===== config.mk =====
export PLATFORM = sky130hd
export DESIGN_NAME = touch_position_iir_clamp
export DESIGN_NICKNAME = d
export VERILOG_FILES = /design/src/hw/rtl/tpic_pkg.sv /design/src/hw/rtl/touch_position_iir_clamp.sv
export SDC_FILE = /design/constraint.sdc
export NUM_CORES = 2
export LEC_CHECK = 0
export BUFFER_PORTS_ARGS = -buffer_cell sky130_fd_sc_hd__buf_2
export CAP_MARGIN = 20
export CORE_MARGIN = 8
export CORE_UTILIZATION = 25
export DETAILED_ROUTE_END_ITERATION = 8
export PLACE_DENSITY = 0.48
export SLEW_MARGIN = 20
export SYNTH_ARGS = -nofsm -noshare
export SYNTH_HDL_FRONTEND = slang
export SYNTH_SLANG_ARGS = --single-unit

===== constraint.sdc =====
create_clock -name clk -period 16.6 [get_ports clk]
set_input_delay 4.15 -clock clk [delete_from_list [all_inputs] [get_ports clk]]
set_output_delay 4.15 -clock clk [all_outputs]
set_load 0.01 [all_outputs]

===== src/hw/rtl/tpic_pkg.sv =====
`timescale 1ns / 1ps

package tpic_pkg;

  // Filter order and history depth per channel
  localparam int FilterOrder = 3;
  localparam int NumChannels = 2;

  // Field widths
  localparam int SampleW = 12;
  localparam int YW      = 22;          // stored output, signed Q13.8
  localparam int FracW   = 8;
  localparam int CoefW   = 16;          // signed Q1.15
  localparam int CoefFrac = 15;
  localparam int AccW    = 40;          // Q.23 sum, exact
  localparam int BProdW  = CoefW + SampleW + 1;
  localparam int AProdW  = CoefW + YW;

  // Configuration port
  localparam int AddrW = 4;
  localparam int DataW = 32;

  localparam logic [1:0] RegXUpper = 2'd0;
  localparam logic [1:0] RegXLower = 2'd1;
  localparam logic [1:0] RegYUpper = 2'd2;
  localparam logic [1:0] RegYLower = 2'd3;

  localparam logic [SampleW-1:0] XUpperReset = 12'd2892;
  localparam logic [SampleW-1:0] XLowerReset = 12'd245;
  localparam logic [SampleW-1:0] YUpperReset = 12'd2530;
  localparam logic [SampleW-1:0] YLowerReset = 12'd358;

  // Feed-forward coefficients b0..b3
  localparam logic signed [CoefW-1:0] CoefB [FilterOrder+1] = '{
    16'sd3229, 16'sd9683, 16'sd9683, 16'sd3211
  };
  // Feedback coefficients a0..a3 (a0 unused)
  localparam logic signed [CoefW-1:0] CoefA [FilterOrder+1] = '{
    16'sh7fff, -16'sd18907, 16'sd13818, -16'sd1835
  };

  localparam logic signed [AccW-1:0] YMax = AccW'(64'sd2097151);
  localparam logic signed [AccW-1:0] YMin = -AccW'(64'sd2097152);

endpackage


===== src/hw/rtl/touch_position_iir_clamp.sv =====
`timescale 1ns / 1ps

// Two-channel touch position filter.
// Input channel (in_valid / in_stall, mode, sample): one raw ADC reading for
// the X axis (mode 0) or Y axis (mode 1). A transfer happens on a rising edge
// with in_valid high and in_stall low.
// Each sample runs through a third-order direct-form-I IIR filter that keeps
// separate input and output histories per axis, then is truncated to an
// integer and clamped to that axis' configured lower/upper limits.
// Output channel (out_valid / out_stall, channel, position): one result per
// input transfer, in order.
// The input register feeds the filter math and clamp into the result
// register. Throughput: one item per cycle while the receiver does not
// stall; the filter recursion closes within the single stage between the
// input register and the result register, which also advances the history.
// When the receiver stalls, the result register holds; the input register
// still accepts one more item, then in_stall rises until the result drains.
// Reset (rst, synchronous) clears both histories, empties both registers and
// loads the default limits. Limits are to be written by the user over the
// APB-style port at byte addresses 0, 4, 8, 12 (x_upper, x_lower, y_upper,
// y_lower) only while idle; the block itself does not enforce this.
module touch_position_iir_clamp
  import tpic_pkg::*;
(
  input  logic                clk,
  input  logic                rst,

  input  logic                in_valid,
  output logic                in_stall,
  input  logic                mode,
  input  logic [SampleW-1:0]  sample,

  output logic                out_valid,
  input  logic                out_stall,
  output logic                channel,
  output logic [SampleW-1:0]  position,

  input  logic                psel,
  input  logic                penable,
  input  logic                pwrite,
  input  logic [AddrW-1:0]    paddr,
  input  logic [DataW-1:0]    pwdata,
  output logic [DataW-1:0]    prdata,
  output logic                pready
);

  // Configuration registers
  logic [SampleW-1:0] x_upper, x_lower, y_upper, y_lower;

  // Input register
  logic               stage_valid;
  logic               stage_mode;
  logic [SampleW-1:0] stage_sample;

  // Per-axis histories: index 0 is the most recent
  logic [SampleW-1:0]        x_hist [NumChannels][FilterOrder];
  logic signed [YW-1:0]      y_hist [NumChannels][FilterOrder];

  logic                      advance;
  logic                      in_take;
  logic                      cfg_write;

  logic signed [BProdW-1:0]  b_prod [FilterOrder+1];
  logic signed [AProdW-1:0]  a_prod [FilterOrder+1];
  logic signed [AccW-1:0]    acc;
  logic signed [AccW-1:0]    y_floor;
  logic signed [YW-1:0]      y_next;
  logic [SampleW-1:0]        upper, lower;
  logic signed [YW-1:0]      upper_q, lower_q;
  logic [SampleW-1:0]        position_next;

  assign pready    = 1'b1;
  assign cfg_write = psel && penable && pwrite && pready;

  // Move the staged item into the result register whenever that slot is
  // free or being drained this cycle.
  assign advance  = stage_valid && (!out_valid || !out_stall);
  assign in_stall = stage_valid && !advance;
  assign in_take  = in_valid && !in_stall;

  always_ff @(posedge clk) begin
    if (rst) begin
      x_upper <= XUpperReset;
      x_lower <= XLowerReset;
      y_upper <= YUpperReset;
      y_lower <= YLowerReset;
    end else if (cfg_write) begin
      unique case (paddr[3:2])
        RegXUpper: x_upper <= pwdata[SampleW-1:0];
        RegXLower: x_lower <= pwdata[SampleW-1:0];
        RegYUpper: y_upper <= pwdata[SampleW-1:0];
        RegYLower: y_lower <= pwdata[SampleW-1:0];
        default:   x_upper <= x_upper;
      endcase
    end
  end

  always_comb begin
    unique case (paddr[3:2])
      RegXUpper: prdata = DataW'(x_upper);
      RegXLower: prdata = DataW'(x_lower);
      RegYUpper: prdata = DataW'(y_upper);
      RegYLower: prdata = DataW'(y_lower);
      default:   prdata = '0;
    endcase
  end

  // Input register: hold while the result side is blocked.
  always_ff @(posedge clk) begin
    if (rst) begin
      stage_valid <= 1'b0;
    end else if (in_take) begin
      stage_valid <= 1'b1;
    end else if (advance) begin
      stage_valid <= 1'b0;
    end
  end

  always_ff @(posedge clk) begin
    if (in_take) begin
      stage_mode   <= mode;
      stage_sample <= sample;
    end
  end

  // Filter: all products of the staged sample and its axis history, summed
  // exactly in Q.23.
  always_comb begin
    b_prod[0] = BProdW'(CoefB[0]) * BProdW'($signed({1'b0, stage_sample}));
    a_prod[0] = '0;
    for (int k = 1; k <= FilterOrder; k++) begin
      b_prod[k] = BProdW'(CoefB[k])
                * BProdW'($signed({1'b0, x_hist[stage_mode][k-1]}));
      a_prod[k] = AProdW'(CoefA[k]) * AProdW'(y_hist[stage_mode][k-1]);
    end
    acc = AccW'(b_prod[0]) <<< FracW;
    for (int k = 1; k <= FilterOrder; k++) begin
      acc = acc + (AccW'(b_prod[k]) <<< FracW) - AccW'(a_prod[k]);
    end
  end

  // Drop fraction bits with floor, then saturate to the stored Q13.8 range.
  always_comb begin
    y_floor = acc >>> CoefFrac;
    if (y_floor > YMax) begin
      y_next = YW'(YMax);
    end else if (y_floor < YMin) begin
      y_next = YW'(YMin);
    end else begin
      y_next = y_floor[YW-1:0];
    end
  end

  // Clamp: upper test first, so crossed limits give upper or lower only.
  always_comb begin
    upper   = stage_mode ? y_upper : x_upper;
    lower   = stage_mode ? y_lower : x_lower;
    upper_q = $signed({2'b00, upper, {FracW{1'b0}}});
    lower_q = $signed({2'b00, lower, {FracW{1'b0}}});
    if (y_next > upper_q) begin
      position_next = upper;
    end else if (y_next < lower_q) begin
      position_next = lower;
    end else begin
      position_next = y_next[FracW +: SampleW];
    end
  end

  // Advance the selected axis' histories as the item leaves the stage.
  always_ff @(posedge clk) begin
    if (rst) begin
      for (int c = 0; c < NumChannels; c++) begin
        for (int k = 0; k < FilterOrder; k++) begin
          x_hist[c][k] <= '0;
          y_hist[c][k] <= '0;
        end
      end
    end else if (advance) begin
      for (int k = FilterOrder - 1; k > 0; k--) begin
        x_hist[stage_mode][k] <= x_hist[stage_mode][k-1];
        y_hist[stage_mode][k] <= y_hist[stage_mode][k-1];
      end
      x_hist[stage_mode][0] <= stage_sample;
      y_hist[stage_mode][0] <= y_next;
    end
  end

  // Result register: hold under stall, clear once the transfer is done.
  always_ff @(posedge clk) begin
    if (rst) begin
      out_valid <= 1'b0;
    end else if (advance) begin
      out_valid <= 1'b1;
    end else if (!out_stall) begin
      out_valid <= 1'b0;
    end
  end

  always_ff @(posedge clk) begin
    if (advance) begin
      channel  <= stage_mode;
      position <= position_next;
    end
  end

endmodule

After elaboration in Yosys (flattened, before gate mapping)
Memories as Yosys holds them, arrays and structs flattened. A register that Yosys moved wholly into a read port is not among the register bits.
Cells that the tools add are included.
{ "op_classes": {"n_addsub": 6, "n_mul": 7, "n_div": 0, "n_lt_le_gt_ge": 4, "n_eq_ne": 4, "shift": 0, "n_mux": 24, "n_bitwise": 0, "n_reduce_logical": 18} }
{ "ops": {"columns": ["op", "count"], "rows": [
  ["32-bit case mux with 4 select lines", 1],
  ["66-bit 2-to-1 mux", 1],
  ["66-bit OR reduction", 1],
  ["14-bit by 12-bit multiplier with 26-bit output (first input constant)", 2],
  ["12-bit by 12-bit multiplier with 24-bit output (first input constant)", 2],
  ["12-bit 2-to-1 mux", 4],
  ["22-bit 2-to-1 mux", 2],
  ["39-bit by 35-bit adder with 40-bit output", 1],
  ["40-bit by 33-bit adder with 40-bit output", 1],
  ["40-bit by 34-bit subtractor with 40-bit output", 1],
  ["40-bit by 37-bit subtractor with 40-bit output", 1],
  ["36-bit by 38-bit subtractor with 39-bit output", 1],
  ["16-bit by 22-bit multiplier with 38-bit output (first input constant)", 1],
  ["14-bit by 22-bit multiplier with 36-bit output (first input constant)", 1],
  ["36-bit 2-to-1 mux", 1],
  ["36-bit OR reduction", 1],
  ["32-bit by 34-bit adder with 35-bit output", 1],
  ["12-bit by 22-bit multiplier with 34-bit output (first input constant)", 1],
  ["25-bit by 22-bit > comparator with 1-bit output (second input constant)", 1],
  ["25-bit by 22-bit less-than comparator with 1-bit output (second input constant)", 1],
  ["22-bit by 21-bit > comparator with 1-bit output", 1],
  ["22-bit by 21-bit less-than comparator with 1-bit output", 1],
  ["1-bit 2-to-1 mux", 15],
  ["2-bit AND reduction", 4],
  ["other kinds (8)", 16]
]} }
{ "word_totals": {"register_bits": 76, "latch_bits": 0, "ramBits": 204, "romBits": 0, "input_bits": 56, "out_inout_bits": 48, "elab_cells": 75, "n_memories": 2} }
{ "mem_list": {"columns": ["memory", "words", "width", "read_ports", "rd_clocked_by_memory_dff", "wr", "line", "text"], "rows": [
  ["y_hist", 2, 66, 1, 1, 2, "touch_position_iir_clamp.sv:57", "logic signed [YW-1:0] y_hist [NumChannels][FilterOrder];"],
  ["x_hist", 2, 36, 1, 1, 2, "touch_position_iir_clamp.sv:56", "logic [SampleW-1:0] x_hist [NumChannels][FilterOrder];"]
]} }

Logic depth before layout (Yosys ltp)
{ "depth": {"ltp_word": 13, "ltp_mapped": 74, "mapped_depth_nobuf": 67} }

Least setup slack after synthesis
No wires, ideal clock.
{ "synth_timing": {"kind": "register -> register", "start": "register with a tool-made name", "end": "register position[0], data pin", "setup_time_ns": 0.262, "t_arrival_ns": 15.764, "t_required_ns": 16.338, "path_slack_ns": 0.574, "stages_incl_launch_ff": 67, "path_buffers": 7, "synth_period_minus_slack_ns": 16.026, "path_cell_list": "dfxtp_1 buf_2 buf_2 buf_1 buf_1 mux2i_1 inv_1 ha_1 fa_1 inv_1 fa_1 fa_1 inv_1 fa_1 inv_1 ha_1 a21oi_1 nor2b_1 [31 not listed] buf_6 clkbuf_1 a21oi_1 inv_1 ha_1 a21o_1 a21o_1 a21oi_1 nor2b_1 o21ai_0 nand2b_1 inv_1 nand4_1 a211oi_1 nor2_1 buf_2 mux2i_1 mux2_1"} }
{ "synth_lines": {"columns": ["item", "line", "text"], "rows": [
  ["to (signal assigned)", "touch_position_iir_clamp.sv:202", "position <= position_next;"],
  ["to (decl)", "touch_position_iir_clamp.sv:36", "output logic [SampleW-1:0] position,"]
]} }

==> impl_metrics.tcl <==
set metrics [dict create \
    reg2reg_depth 59 \
    crit_type "reg2reg" \
    post-route-min-period_ns 15.92 \
    grt_use_total_pct 11.9 \
    initial_core_util_pct 25.1 \
    syn_area_um2 47000 \
    htree_levels 2 \
    antenna_found_initial 1 \
    cp-start-kind "flip-flop" \
    drtPass1Iterations 5 \
    max_slew_margin_pct 32.1 \
    clk_transition_reported_paths_ns 0.06 \
    holdCritPathClass "reg2reg" \
    synth_enable_flop_cells 230 \
    drt_iter0_drc 1262 \
    dp_hpwl_um 103000 \
    fin_nets 6328 \
    ys_seq_area_share_pct 16.9 \
    grt.overflow.total 0 \
    worstPathRequired_ns 16.89 \
    rrSetupSlack_ns 0.68 \
    root_buffer "clkbuf_16" \
    period_share_pct 95.9 \
    pin_count 104 \
    timing.rr.end "position[0]" \
    max_stage_delay_ns 0.54 \
    grt_pass1_vias 32900 \
    timing.critical_path.mode_cell "fa_1" \
    hp-start "x_lower[11]" \
    cts_tree "built" \
    cpMaxStageDelayCell "fa_1" \
    max_freq_mhz 62.8 \
    cts_buffer_depth 3 \
    antenna_left 0 \
    io_buffers 60 \
    dieHeight_um 450 \
    synthArstFlopShare_pct 0 \
    wl_um 119000 \
    run_status "completed" \
    vias_per_cell 4.18 \
    setup_viol 0 \
    drt-wirelength-per-cell_um 16.4 \
    clk_latency_ns 0.58 \
    synth.avg_cell_area_um2 10.3 \
    drive_above_1_share_pct 6.93 \
    hold_depth 2 \
    critPathTopFamily "adder cells" \
    worstPathBufferInverterCount 15 \
    die_area_um2 202000 \
    fillers 19900 \
    grt_pass1_wl_um 189000 \
    synth_cells 4577 \
    grt_max_degree 67 \
    syn_to_final_growth_pct 11.4 \
    multi_input_comb_area_um2 34300 \
    drc_errors 0 \
    hold_violations 0 \
    seqCellArea_um2 7930 \
    max-cap-violations 0 \
    path_max_fanout 31 \
    hold_slack_ns 0.467 \
    fin_skew_ns 0.0403 \
    cp.arrival_ns 16.22 \
    synth_flop_cell "edfxtp_1" \
    numCtsBuffers 35 \
    synth-seq-cells 281 \
    holdPathEnd "x_lower[11]" \
    ys_types 82 \
    core_um2 187000 \
    final_core_util_pct 28.0 \
    worst_pin_slew_ns 1.02 \
    fp-row-count 159 \
    cts.sinks 281 \
    place.gp.congestion 0.847 \
    slew_violations 0 \
    die_w_um 450 \
    route.vias.total 30300 \
    ys_warn_count 0 \
    endpoint_kind "flip-flop" \
]
-- what timing repair did --
action	4_1_cts	5_1_grt
buffers inserted	0	5
setup endpoints to repair	12	12
hold buffers	0	0
cloned	0	0
pin swaps	0	8
gates resized for setup	3	56
-- stage by stage --
step	TNS [ns]	cells	instance area [um^2]	worst slack, ns
2_1_floorplan	0	4597	47100	0.574
3_3_place_gp	0	7177	51000	0.126
3_5_place_dp	0	7177	51000	0.0257
4_1_cts	0	7240	52100	0.0165
5_1_grt	-0.0194	7245	52400	-0.0194
6_report	0	7247	52400	0.679
-- worst max path at each step --
stage	slack, ns	endpoint	cells past startpoint	from
after floorplan	0.57	position[0]	66	flip-flop
after global placement	0.13	position[0]	63	flip-flop
after detailed placement	0.03	position[0]	63	flip-flop
after CTS	0.02	position[0]	65	flip-flop
after global routing	-0.02	position[0]	57	flip-flop
final	0.68	position[0]	59	flip-flop
-- sequential cells by signal, indices dropped and copies added, names as in the netlist, named ones only --
signal,flops
x_upper,12
stage_mode,1
y_lower,12
stage_valid,1
x_hist,72
stage_sample,12
channel,1
x_lower,12
y_hist,132
out_valid,1
y_upper,12
position,12
-- worst register-to-register path, delay by kind of cell, from the launching register on --
family	cells	cell delay, ns
XOR/XNOR	1	0.29
buffers and inverters	15	2.01
AO/OA/AOI/OAI	12	2.24
adder cells (fa/ha/maj)	17	7.26
multiplexers	2	0.80
AND/OR/NAND/NOR	12	2.64
flip-flops	1	0.42
-- routing by layer --
metal	GRT usage, %	routed length [um]	part of all wire (%)	vias up
met5	0	7	0.0059	-
met4	1.74	1840	1.5	2
met3	1.43	4090	3.4	73
met2	20.0	56100	47	403
met1	16.7	56900	48	15100
li1	-	-	-	14700
-- kinds of logic after synthesis --
kind of cell             share of synthesized area, %
buffers and inverters                            10.9
XOR/XNOR                                         3.26
flip-flops                                       16.9
other                                          0.0160
adder cells (fa/ha/maj)                          52.8
multiplexers                                     4.11
AND/OR/NAND/NOR                                  6.43
AO/OA/AOI/OAI                                    5.61
-- synth_stat cells, drive strengths merged (12+ instances only) --
library cell | number | area share (%)
inv | 1261 | 10
ha | 822 | 22
fa | 726 | 31
nor2 | 271 | 2.2
edfxtp | 230 | 15
a21oi | 156 | 1.7
nand2 | 148 | 1.2
mux2i | 140 | 3.0
xnor2 | 121 | 2.3
a21o | 55 | 0.88
xor2 | 54 | 1.0
dfxtp | 51 | 2.2
buf | 44 | 0.56
nor3 | 40 | 0.44
clkbuf | 39 | 0.31
nand3 | 38 | 0.40
nor2b | 35 | 0.47
o21ai | 35 | 0.37
o21bai | 28 | 0.45
and3 | 24 | 0.32
mux2 | 23 | 0.55
nand3b | 21 | 0.34
o21a | 20 | 0.34
nand2b | 19 | 0.25
and2 | 14 | 0.19
a211o | 12 | 0.22
mux4 | 12 | 0.57
-- placed cells by master, fill, tap and decap left out, types with 60 or more instances in the layout --
cell / synthesis / final
nand2_1: 148 / 148
mux2i_1: 140 / 130
buf_4: 21 / 107
edfxtp_1: 230 / 230
fa_1: 726 / 726
a21oi_1: 154 / 144
inv_1: 1259 / 1254
nor2_1: 271 / 268
buf_2: 4 / 60
xnor2_1: 121 / 120
ha_1: 822 / 820
-- final cells by class --
type	count	area share [%]
flip-flops and latches	281	15.1
well taps	2495	5.96
repair buffers	173	2.32
clock buffers	51	1.83
multi-input cells	2972	65.5
diodes	2	0.00955
clock inverters	12	0.234
inverters	1261	9.04
Power is not shown: default switching activity piles up to over one toggle a cycle in this logic, so the estimate is an artifact.
